### src/rtl/stpfp_pkg.sv
// Package for the stepper command frame parser.
// Holds the character codes, the result record and the character filter.
// No dependencies.
`default_nettype none

package stpfp_pkg;

  localparam logic [7:0] CH_START   = 8'h3C;  // '<'
  localparam logic [7:0] CH_SEP     = 8'h25;  // '%'
  localparam logic [7:0] CH_END     = 8'h3E;  // '>'
  localparam logic [7:0] CH_LO_A    = 8'h61;  // 'a'
  localparam logic [7:0] CH_LO_B    = 8'h62;  // 'b'
  localparam logic [7:0] CH_UP_A    = 8'h41;  // 'A'
  localparam logic [7:0] CH_UP_B    = 8'h42;  // 'B'
  localparam logic [7:0] CH_DIGIT_0 = 8'h30;  // '0'
  localparam logic [7:0] CH_DIGIT_9 = 8'h39;  // '9'

  localparam logic [15:0] DIGIT_BIAS = 16'd48;

  localparam int unsigned STEP_W = 16;
  localparam int unsigned CHAR_W = 8;

  typedef struct packed {
    logic              frame_done;
    logic [STEP_W-1:0] steps_x;
    logic [STEP_W-1:0] steps_y;
    logic [CHAR_W-1:0] dir_x;
    logic [CHAR_W-1:0] dir_y;
  } result_t;

  // Characters that take part in a frame; everything else is dropped.
  function automatic logic is_accepted(input logic [CHAR_W-1:0] c);
    logic ok;
    ok = 1'b0;
    case (c) inside
      CH_LO_A, CH_LO_B, CH_UP_A, CH_UP_B, CH_SEP, CH_END: ok = 1'b1;
      [CH_DIGIT_0:CH_DIGIT_9]:                            ok = 1'b1;
      default:                                            ok = 1'b0;
    endcase
    return ok;
  endfunction

endpackage

`default_nettype wire

### src/rtl/stepper_command_frame_parser_core.sv
// Stepper command frame parser, top level.
// Parser state, one-pass result logic and a two-entry output stage.
// Depends on stpfp_pkg.
//
// Usage:
//   Input channel (in_valid / in_stall / in_char_in) takes one ASCII character
//   per request. Frames look like '<' X-field '%' Y-field '>'. Each character
//   produces exactly one result request on the output channel
//   (out_valid / out_stall / out_*). out_frame_done is 1 only for the '>'
//   that closes a frame; then out_steps_x/y and out_dir_x/y carry the parsed
//   counts (mod 2^16) and direction bytes, otherwise all payload is zero.
//
//   Throughput: one character per cycle while in_stall is low; the parser state
//   and the result are both computed in the accept cycle by a single shift-add
//   (x10) and a few compares, and registered in the output register or the skid
//   entry. The skid entry behind the output register lets the input keep
//   accepting one more character when the receiver stalls; in_stall rises only
//   once both output entries are full, and is a plain register output.
//
//   Reset (rst_n low, synchronous): the parser returns to idle outside any
//   frame, the held X values and field count clear, and both output entries
//   empty. No result requests are lost or duplicated across receiver stalls.
`default_nettype none

module stepper_command_frame_parser_core
  import stpfp_pkg::*;
(
  input  wire logic              clk,
  input  wire logic              rst_n,

  input  wire logic              in_valid,
  output logic                   in_stall,
  input  wire logic [CHAR_W-1:0] in_char_in,

  output logic                   out_valid,
  input  wire logic              out_stall,
  output logic                   out_frame_done,
  output logic [STEP_W-1:0]      out_steps_x,
  output logic [STEP_W-1:0]      out_steps_y,
  output logic [CHAR_W-1:0]      out_dir_x,
  output logic [CHAR_W-1:0]      out_dir_y
);

  // Parser state
  logic              in_frame_r,      in_frame_nxt;
  logic              on_y_field_r,    on_y_field_nxt;
  logic [STEP_W-1:0] field_accum_r,   field_accum_nxt;
  logic [STEP_W-1:0] held_steps_x_r,  held_steps_x_nxt;
  logic [CHAR_W-1:0] held_dir_x_r,    held_dir_x_nxt;
  logic [CHAR_W-1:0] pending_char_r,  pending_char_nxt;
  logic              pending_valid_r, pending_valid_nxt;

  // Output stage: main register plus skid entry
  logic    out_valid_r,  out_valid_nxt;
  logic    skid_valid_r, skid_valid_nxt;
  result_t out_data_r,   out_data_nxt;
  result_t skid_data_r,  skid_data_nxt;

  logic              in_acc;
  logic              out_acc;
  result_t           res;
  logic [CHAR_W-1:0] cur_dir;
  logic [STEP_W-1:0] folded;

  assign in_stall = skid_valid_r;
  assign in_acc   = in_valid && !skid_valid_r;
  assign out_acc  = out_valid_r && !out_stall;

  // Direction of the current field: last accepted char, or zero if none.
  assign cur_dir = pending_valid_r ? pending_char_r : '0;

  // Horner step: accum*10 + (pending - 48), wraps mod 2^16
  assign folded = (field_accum_r << 3) + (field_accum_r << 1)
                + ({{(STEP_W-CHAR_W){1'b0}}, pending_char_r} - DIGIT_BIAS);

  // Parser next state and this character's result
  always_comb begin
    in_frame_nxt      = in_frame_r;
    on_y_field_nxt    = on_y_field_r;
    field_accum_nxt   = field_accum_r;
    held_steps_x_nxt  = held_steps_x_r;
    held_dir_x_nxt    = held_dir_x_r;
    pending_char_nxt  = pending_char_r;
    pending_valid_nxt = pending_valid_r;
    res               = '0;

    if (!in_frame_r) begin
      if (in_char_in == CH_START) begin
        in_frame_nxt      = 1'b1;
        on_y_field_nxt    = 1'b0;
        field_accum_nxt   = '0;
        pending_char_nxt  = '0;
        pending_valid_nxt = 1'b0;
      end
    end else if (is_accepted(in_char_in)) begin
      if (in_char_in == CH_SEP) begin
        // second separator in the Y field is dropped
        if (!on_y_field_r) begin
          held_steps_x_nxt  = field_accum_r;
          held_dir_x_nxt    = cur_dir;
          on_y_field_nxt    = 1'b1;
          field_accum_nxt   = '0;
          pending_char_nxt  = '0;
          pending_valid_nxt = 1'b0;
        end
      end else if (in_char_in == CH_END) begin
        res.frame_done = 1'b1;
        if (on_y_field_r) begin
          res.steps_x = held_steps_x_r;
          res.dir_x   = held_dir_x_r;
          res.steps_y = field_accum_r;
          res.dir_y   = cur_dir;
        end else begin
          // no separator seen: Y field is empty
          res.steps_x = field_accum_r;
          res.dir_x   = cur_dir;
        end
        in_frame_nxt      = 1'b0;
        on_y_field_nxt    = 1'b0;
        field_accum_nxt   = '0;
        pending_char_nxt  = '0;
        pending_valid_nxt = 1'b0;
      end else begin
        if (pending_valid_r) begin
          field_accum_nxt = folded;
        end
        pending_char_nxt  = in_char_in;
        pending_valid_nxt = 1'b1;
      end
    end
  end

  // Output/skid steering
  always_comb begin
    out_valid_nxt  = out_valid_r;
    skid_valid_nxt = skid_valid_r;
    out_data_nxt   = out_data_r;
    skid_data_nxt  = skid_data_r;

    if (out_acc) begin
      out_valid_nxt = 1'b0;
    end
    if (out_acc && skid_valid_r) begin
      out_valid_nxt  = 1'b1;
      out_data_nxt   = skid_data_r;
      skid_valid_nxt = 1'b0;
    end
    if (in_acc) begin
      if (out_valid_r && !out_acc) begin
        skid_valid_nxt = 1'b1;
        skid_data_nxt  = res;
      end else begin
        out_valid_nxt = 1'b1;
        out_data_nxt  = res;
      end
    end
  end

  always_ff @(posedge clk) begin
    if (!rst_n) begin
      in_frame_r      <= 1'b0;
      on_y_field_r    <= 1'b0;
      field_accum_r   <= '0;
      held_steps_x_r  <= '0;
      held_dir_x_r    <= '0;
      pending_char_r  <= '0;
      pending_valid_r <= 1'b0;
      out_valid_r     <= 1'b0;
      skid_valid_r    <= 1'b0;
    end else begin
      if (in_acc) begin
        in_frame_r      <= in_frame_nxt;
        on_y_field_r    <= on_y_field_nxt;
        field_accum_r   <= field_accum_nxt;
        held_steps_x_r  <= held_steps_x_nxt;
        held_dir_x_r    <= held_dir_x_nxt;
        pending_char_r  <= pending_char_nxt;
        pending_valid_r <= pending_valid_nxt;
      end
      out_valid_r  <= out_valid_nxt;
      skid_valid_r <= skid_valid_nxt;
    end
  end

  always_ff @(posedge clk) begin
    out_data_r  <= out_data_nxt;
    skid_data_r <= skid_data_nxt;
  end

  assign out_valid      = out_valid_r;
  assign out_frame_done = out_data_r.frame_done;
  assign out_steps_x    = out_data_r.steps_x;
  assign out_steps_y    = out_data_r.steps_y;
  assign out_dir_x      = out_data_r.dir_x;
  assign out_dir_y      = out_data_r.dir_y;

  // ---------------- assertions ----------------
  a_skid_implies_out: assert property (@(posedge clk) disable iff (!rst_n)
    skid_valid_r |-> out_valid_r)
    else $error("skid entry full while output register empty");

  a_y_only_in_frame: assert property (@(posedge clk) disable iff (!rst_n)
    on_y_field_r |-> in_frame_r)
    else $error("Y field selected outside a frame");

  a_pending_clear: assert property (@(posedge clk) disable iff (!rst_n)
    !pending_valid_r |-> (pending_char_r == '0))
    else $error("stale pending character");

  a_end_closes: assert property (@(posedge clk) disable iff (!rst_n)
    (in_acc && in_frame_r && in_char_in == CH_END) |=> !in_frame_r && out_valid_r)
    else $error("end mark did not close the frame");

endmodule

`default_nettype wire

### config.mk
export PLATFORM = sky130hd
export DESIGN_NAME = stepper_command_frame_parser_core
export DESIGN_NICKNAME = d
export VERILOG_FILES = /design/src/rtl/stpfp_pkg.sv /design/src/rtl/stepper_command_frame_parser_core.sv
export SDC_FILE = /design/constraint.sdc
export NUM_CORES = 1
export LEC_CHECK = 0
export ABC_AREA = 0
export BUFFER_PORTS_ARGS = -buffer_cell sky130_fd_sc_hd__buf_2
export CORE_UTILIZATION = 30
export DETAILED_ROUTE_END_ITERATION = 8
export PLACE_DENSITY = 0.44
export SYNTH_ARGS = -nofsm -noshare
export SYNTH_HDL_FRONTEND = slang
export SYNTH_SLANG_ARGS = --single-unit
### constraint.sdc
create_clock -name clk -period 3.3 [get_ports clk]
set_input_delay 0.165 -clock clk [delete_from_list [all_inputs] [get_ports clk]]
set_output_delay 0.165 -clock clk [all_outputs]
set_load 0.02 [all_outputs]
# == Word level (Yosys, flattened, before mapping) ==
# Cells that the tools add are included.
# word_totals
output_inout_bits,51
word_cells,98
regBits,151
# op_classes
eq_ne,11
n_mux,48
add_sub_neg,3
n_lt_le_gt_ge,2
reduce_logical,15
# ops
operator,n
two-way mux 49 bit,7
two-way mux 16 bit,8
two-way mux 8 bit,9
adder 16 bit,2
"equality test 8 x 7 -> 1 bit, second input constant",4
"equality test 8 x 6 -> 1 bit, second input constant",3
two-way mux 1 bit,24
AND reduction 4 bit,4
"subtractor 8 x 6 -> 9 bit, second input constant",1
">= comparator 8 x 6 -> 1 bit, second input constant",1
"less-or-equal comparator 8 x 6 -> 1 bit, second input constant",1
OR reduction 6 bit,1
logical AND 1 bit,5
"inequality test 4 x 1 -> 1 bit, second input constant",1
logical NOT 1 bit,3
"inequality test 3 x 1 -> 1 bit, second input constant",1
"inequality test 3 bit, second input constant",1
"inequality test 2 x 1 -> 1 bit, second input constant",1
AND reduction 2 bit,1
nonzero test 2 bit,1

# == Logic depth before layout (Yosys ltp) ==
# Gate-level depths: netlist (run 1).
# logic_depth
ltp_word,9
ltp_mapped,11
depth_no_buf,10

# == Least setup slack after synthesis (run 1) ==
# Ideal clock, no wire load.
# synth_timing
path_type,register to register
from,reg pending_char_r[4]
to,reg field_accum_r[15]
setup_ps,117
n_path_buf,1
slack_ps,-179
t_required_ps,3183
arrival_ps,3362
path_stages_with_launch,12
synth_period_minus_slack_ps,3479
path_cell_list,dfxtp_1 ha_1 nor3_1 fa_1 ha_1 clkbuf_1 nand2_1 o21ai_0 o211ai_1 a31oi_1 xnor2_1 a22o_1
# synth_between
elab_chain_cells,7
# synth_rtl
item,line,source
from (decl),stepper_command_frame_parser_core.sv:50,"logic [CHAR_W-1:0] pending_char_r, pending_char_nxt;"
from (signal assigned),stepper_command_frame_parser_core.sv:177,pending_char_r <= pending_char_nxt;
subtractor 8 x 6 -> 9 bit,stepper_command_frame_parser_core.sv:74,"+ ({{(STEP_W-CHAR_W){1'b0}}, pending_char_r} - DIGIT_BIAS);"
adder 16 bit,stepper_command_frame_parser_core.sv:74,
two-way mux 16 bit,stepper_command_frame_parser_core.sv:124,if (pending_valid_r) begin
two-way mux 16 bit,stepper_command_frame_parser_core.sv:106,end else if (in_char_in == CH_END) begin
two-way mux 16 bit,stepper_command_frame_parser_core.sv:96,if (in_char_in == CH_SEP) begin
two-way mux 16 bit,stepper_command_frame_parser_core.sv:95,end else if (is_accepted(in_char_in)) begin
two-way mux 16 bit,stepper_command_frame_parser_core.sv:87,if (!in_frame_r) begin
to (signal assigned),stepper_command_frame_parser_core.sv:174,field_accum_r <= field_accum_nxt;
to (decl),stepper_command_frame_parser_core.sv:47,"logic [STEP_W-1:0] field_accum_r, field_accum_nxt;"
# Every way passes these cells. The select of a mux whose other input is x is not followed.
# A chain may end at the register's enable or synchronous reset.

# == Worst setup path after layout (run 1) ==
# layout_timing
from,reg pending_char_r[4]
to,reg field_accum_r[13]
# The elaborated chain is that of the path after synthesis.

==> results.md, run 1 <==
* IO Count at 63
* Post-synth ARST share at 0%
* Static Leak at 3.438 nW
* Hold Path Stages at 3
* Global Route Usage Sum at 15.32%
* Comb power frac at 9.5%
* Clock latency on the worst-skew pair at 0.42 ns
* Die X at 155.5 um
* TritonCTS clock tree: yes
* Hold WC Path Type: in2reg
* Crit path required time at 3.62 ns
* GRT overflow at 0
* Worst Max-Slew Pin Slew at 1.015 ns
* WL final at between 15 and 20 mm
* Post-CTS Setup Repair Bufs at 0
* Flops & latches, synth at approximately 150
* Nets at 813
* Max Cap Viol at 0
* DP HPWL at 12.18 mm
* Crit. End Element: flip-flop
* DRT iter0 DRCs at about 290
* Status: completed
* R2R cell count at 12
* GR met2 Demand/Resource at between 20% and 30%
* Setup TNS after final layout at 0 ns
* Cell variety after synth at 56
* Vias/cell at 4.795
* Starting density of the core at 30.96%
* RSZ-0062 raised after global routing: no
* Layout cell share with drive strength beyond 1 at 16.18%
* Max FO, Critical Path at 8
* Clock tree buffer depth at 2
* Final Hold Fails at 0
* Layout area overhead at 17.71%
* Initial antenna violation count at 0
* Vias in the first global route at just over 5000
* Slew HR at 32.31%
* Diodes inserted at 0
* GR Layer Usage met3 at under 10%
* TritonCTS buffer count at 17
* WL/cell at 16.06 um
* TritonCTS sink count at 151
* Final worst path period share at 93.32%
* Mapped Cells at 717
* Setup violators final at 0
* Reg clk slew, reported paths at approximately 0.070 ns
* Clock power share at 42.9%
* Pwr Density at ~520 nW/um2
* Int Power at 3.145 mW
* Chip height at about 160 um
* First-pass DRT Iterations at 5
* Yosys Warn Count at 0
* Port Buf Inserts at 62
* Via count at 5265
* Met1 Use GR at about a fifth
* Clk root buf: clkbuf_16
* Startpoint Class: flip-flop
* Num rows at 55
* Antenna Violating Nets Remaining at 0
* Crit-path cells: ha_1 > nor3_2 > buf_6 > fa_1 > ha_1 > a21oi_2 > o21ai_0 > buf_4 > a21oi_1 > mux2i_1 > nand4_1 > a211oi_1
* Synthesized area at ~7100 um2
* First-pass GRT wire length at 28.59 mm
* Post-Syn Nets at between 700 and 800
* Avg Inst Size Synth at ~9.9 um2
* Switching share of power at 27.17%
* Fin crit period at between 3 and 4 ns
* Slew Limit Fails at 0
* Seq pwr share at 47.6%
* Worst path max stage delay at ~0.42 ns
* Register area share after synthesis at 49.67%
* Grt peak-use layer: met2
* CORE AREA at 22850 um2
* Fmax at 324.7 MHz
* Number of synthesized flops with an enable pin at 49
* GP Congestion at approximately 0.76
* H-tree levels at 4
* Commonest non-fill, non-tap cell in the layout: a21oi_1
* Die ar. at 24190 um2
* Slowest cell on the critical path: fa_1
* Placed Instance Area at 7752 um2
* Setup CP Type: reg2reg
* Psw at 1.173 mW
* Final Skew at 0.01043 ns
* Most frequent cells in the layout: 105 x a21oi_1, 102 x dfxtp_1, 100 x nor2_1
* Ys flop type: dfxtp_1
* Most frequent CP cell: ha_1
* CP arrival at 3.40 ns
* Post-route design area at 8325 um2
* Worst VDD drop at 0.2749 mV
* Drc violations at 0
* Largest net degree at the start of global routing at 99
## synthesized netlist by cell type (3+ instances only)
library cell  instances  area [um2]
buf_1                 3       11.26
mux2i_1              67       670.6
ha_1                 16       200.2
fa_1                 13       260.3
a211oi_1              3       22.52
nor3_1                5       25.02
o21ai_0              13       65.06
inv_1                10       37.54
xnor2_1              12       105.1
nand2_1              60       225.2
and2_1               19       118.9
nand2b_1             10       62.56
a21o_1                3       22.52
buf_2                 4       20.02
o21a_1                3       22.52
a22o_1                9       78.83
a22oi_1               4       30.03
a21oi_1             106       530.5
nand3_1              17       85.08
nor2b_1               4       25.02
nand4_1               4       25.02
o211ai_1              3       22.52
dfxtp_1             102        2042
clkbuf_1             33       123.9
edfxtp_1             49        1471
and3_1                9       56.30
nor2_1              101       379.1
## critical path: cells and delay by family, from the launching register on
family                     cells  cell delay [ns]
buffers and inverters          2             0.34
and+or+nand+nor                2             0.27
DFF                            1             0.37
adders and majority gates      3             1.04
AOI/OAI and AO/OA              4             0.70
muxes                          1             0.25
## flip-flops by register name (all words and copies together) (netlist names), 8 cells and up, named ones only
name	cells
field_accum_r	16
held_dir_x_r	8
held_steps_x_r	16
out_dir_x	8
out_dir_y	8
out_steps_x	16
out_steps_y	16
pending_char_r	8
skid_data_r	49
## cells by family (layout without fill, tap and decap cells)
family / count (synthesis) / count (layout) / share of synthesized area (%)
buffers and inverters: 52 / 120 / 3.043
and+or+nand+nor: 242 / 242 / 16.22
adders and majority gates: 29 / 29 / 6.510
xor gates and xnor gates: 14 / 14 / 1.734
DFF: 151 / 151 / 49.67
AOI/OAI and AO/OA: 162 / 162 / 13.34
muxes: 67 / 67 / 9.482
## routing by layer
layer  routed length (um)  part of all wire (%)
met4                  244                   1.4
met5                    0                     0
met2                 8790                    50
met1                 8169                    46
met3                  429                   2.4
## power groups by stage
stage / registers, mW / logic (mW) / clock network (mW)
floorplan: 2.21 / 0.164 / 0
global placement: 2.10 / 0.414 / 0
detailed placement: 2.10 / 0.416 / 0
CTS: 2.06 / 0.417 / 1.92
global route: 2.07 / 0.452 / 2.00
finish: 2.06 / 0.409 / 1.85
## layout make-up
cell class              count  area, um2
repair buffers             78      446.7
well taps                 313      391.6
multi-input cells         514       3373
flip-flops and latches    151       3513
clock inverters            15      137.6
clock buffers              17      425.4
inverters                  10      37.54
fillers                  2403      14520
## final timing paths
path	start	end	slack [ns]
setup reg to reg	pending_char_r[4]	field_accum_r[13]	0.22
hold / removal	rst_n	pending_char_r[7]	0.02
hold reg to reg	held_steps_x_r[8]	held_steps_x_r[8]	0.46
setup / recovery	pending_char_r[4]	field_accum_r[13]	0.22
## per-stage QoR
step	hold WS, ns	setup slack [ns]	instances	utilization (%)	power, mW
floorplan	0.2877	0.1551	717	-	2.370
global placement	0.4423	0.2761	1066	33.93	2.511
detailed placement	0.4467	0.2433	1066	33.93	2.518
CTS	0.004506	0.1831	1098	36.40	4.396
global route	0.01469	0.02924	1098	36.44	4.521
finish	0.02037	0.2205	1098	36.44	4.319
## timing repair
action	CTS	global route
resized for setup	0	3
hold buffers	0	0
endpoints found under the setup margin	0	1
Note: power is estimated with default switching activity, not from simulation.
==> run 2, diff against run 1 <==
==> constraint.sdc (replaced) <==
create_clock -name clk -period 3.3 [get_ports clk]
set_input_delay 0.66 -clock clk [delete_from_list [all_inputs] [get_ports clk]]
set_output_delay 0.66 -clock clk [all_outputs]
set_load 0.02 [all_outputs]
==> run 2 against run 1 <==
Against the previous run:
- first-iteration DRC count decreased by 13%
- clock skew fell by 0.00072 ns
- count of clock-buffer cells in the layout is the same
- routed wire length grew 0.36%
- global-route usage is 0.12 points higher
==> results.md, run 2 (same netlist as run 1, synthesis figures left out) <==
* Status: completed
* Clk root buf: clkbuf_16
* FF-to-FF End: field_accum_r[15]
* Launch point of the worst reg-to-reg path: pending_char_r[4]
* Die X at approximately 160 um
* Slew HR at between 50% and 60%
* Pwr Density at 523.9 nW/um2
* Critical path depth at 12
* Most frequent CP cell: ha_1
* Hold Path End: held_steps_x_r[14]
* TritonCTS buffer count at 17
* Final Util at 36.76%
* Nets at 820
* CP bufs+invs at 2
* DRT iter0 DRCs at 255
* Largest Register: skid_data_r
* Final Hold Fails at 0
* Reg clk slew, reported paths at 0.07 ns
* R2R cell count at 12
* IO Count at 63
* Slew Limit Fails at 0
* Clock latency on the worst-skew pair at 0.42 ns
* Setup CP Type: reg2reg
* Num rows at 55
* RSZ-0062 raised after global routing: no
* Global Route Usage Sum at ~15%
* Layout cell share with drive strength beyond 1 at ~17%
* WL/cell at 16.01 um
* Antenna Violating Nets Remaining at 0
* WL final at 17.70 mm
* Crit path required time at ~3.6 ns
* Port Buf Inserts at 62
* Via count at 5201
* Most frequent cells in the layout: 106 x a21oi_1, 102 x dfxtp_1, 100 x nor2_1
* Diodes inserted at 0
* Worst VDD drop at 0.2839 mV
* Slowest cell on the critical path: fa_1
* GRT overflow at 0
* Hold Path Stages at 2
* Max FO, Critical Path at 8
* Fmax at about 330 MHz
* Clock tree buffer depth at 2
* Max reg flops at 49
* Crit. End Element: flip-flop
* Drc violations at 0
* Commonest non-fill, non-tap cell in the layout: a21oi_1
* Starting density of the core at 30.96%
* Worst Max-Slew Pin Slew at 0.6045 ns
* Final Skew at 0.009708 ns
* Flop2flop setup slack at 0.28 ns
* Fin crit period at 3.024 ns
* Die ar. at 24190 um2
* Max Cap Viol at 0
* Hold WC Path Type: reg2reg
* Setup violators final at 0
* Vias/cell at about 4.7
* Placed Instance Area at slightly below 8000 um2
* Post-CTS Setup Repair Bufs at 0
* TritonCTS clock tree: yes
* Final worst path period share at 91.63%
* Static Leak at 3.487 nW
* Largest net degree at the start of global routing at 53
* First-pass GRT wire length at 28.73 mm
* Largest delay share family, worst path: adder cells
* GP Congestion at 0.7824
* Worst hold start: held_steps_x_r[14]
* First-pass DRT Iterations at 4
* Chip height at 155.5 um
* CP arrival at 3.33 ns
* Hold buffers post-CTS at 0
* Layout area overhead at 18.75%
* DP HPWL at 12.37 mm
* Initial antenna violation count at 0
* CORE AREA at 22850 um2
* Vias in the first global route at 5158
* H-tree levels at 4
* TritonCTS sink count at approximately 150
* Overall power at approximately 4.4 mW
* Worst path max stage delay at 0.42 ns
* Startpoint Class: flip-flop
* Setup TNS after final layout at 0 ns
* Post-route design area at approximately 8400 um2
* Crit-path cells: ha_1 > nor3_2 > buf_6 > fa_1 > ha_1 > a21oi_1 > o21ai_0 > buf_4 > o211ai_1 > a31oi_1 > xnor2_1 > a22o_1
==> run 2: layout make-up <==
class | instances | area [um2]
clock buffer | 17 | 425.4
clock inverter | 15 | 162.7
fill | 2390 | 14450
inverter | 10 | 37.54
multi-input combinational | 514 | 3369
sequential | 151 | 3513
tap | 313 | 391.6
timing repair buffer | 85 | 499.2
==> run 2: per-layer routing <==
metal  track usage, %  vias up  share of wire (%)
li1                 -     2652                  -
met1            18.94     2468                 46
met2            27.12       65                 51
met3            3.194       16                2.2
met4            4.622        0                1.3
met5                0        -                  0
==> run 2: how the worst max path moves through the flow <==
stage | startpoint | end | slack, ns
2_1_floorplan | in_valid | skid_data_r[0] | 0.01
3_3_place_gp | pending_char_r[4] | field_accum_r[12] | 0.32
3_5_place_dp | pending_char_r[4] | field_accum_r[15] | 0.28
4_1_cts | pending_char_r[4] | field_accum_r[15] | 0.25
5_1_grt | pending_char_r[4] | field_accum_r[13] | 0.01
6_report | pending_char_r[4] | field_accum_r[15] | 0.28
==> run 2: tightest hold or removal path: cells and delay by family, from the launching register on <==
family | cells | cell delay [ns]
DFF | 1 | 0.31
and+or+nand+nor | 1 | 0.05
AOI/OAI and AO/OA | 1 | 0.05
==> run 2: metrics by stage <==
stage	hold slack, ns	instances	setup WS [ns]
2_1_floorplan	0.4360	717	0.01363
3_3_place_gp	0.4425	1073	0.3160
3_5_place_dp	0.4467	1073	0.2805
4_1_cts	0.4564	1105	0.2499
5_1_grt	0.4719	1105	0.01098
6_report	0.4526	1105	0.2762
==> run 2: timing repair <==
item / 4_1_cts / 5_1_grt
endpoints found under the hold margin: 0 / 0
setup endpoints to repair: 0 / 1
gates resized for setup: 0 / 2
==> run 2: where the power goes <==
part	internal, mW	switching [mW]
registers	2.01	0.0463
logic	0.146	0.268
clock network	1.07	0.858
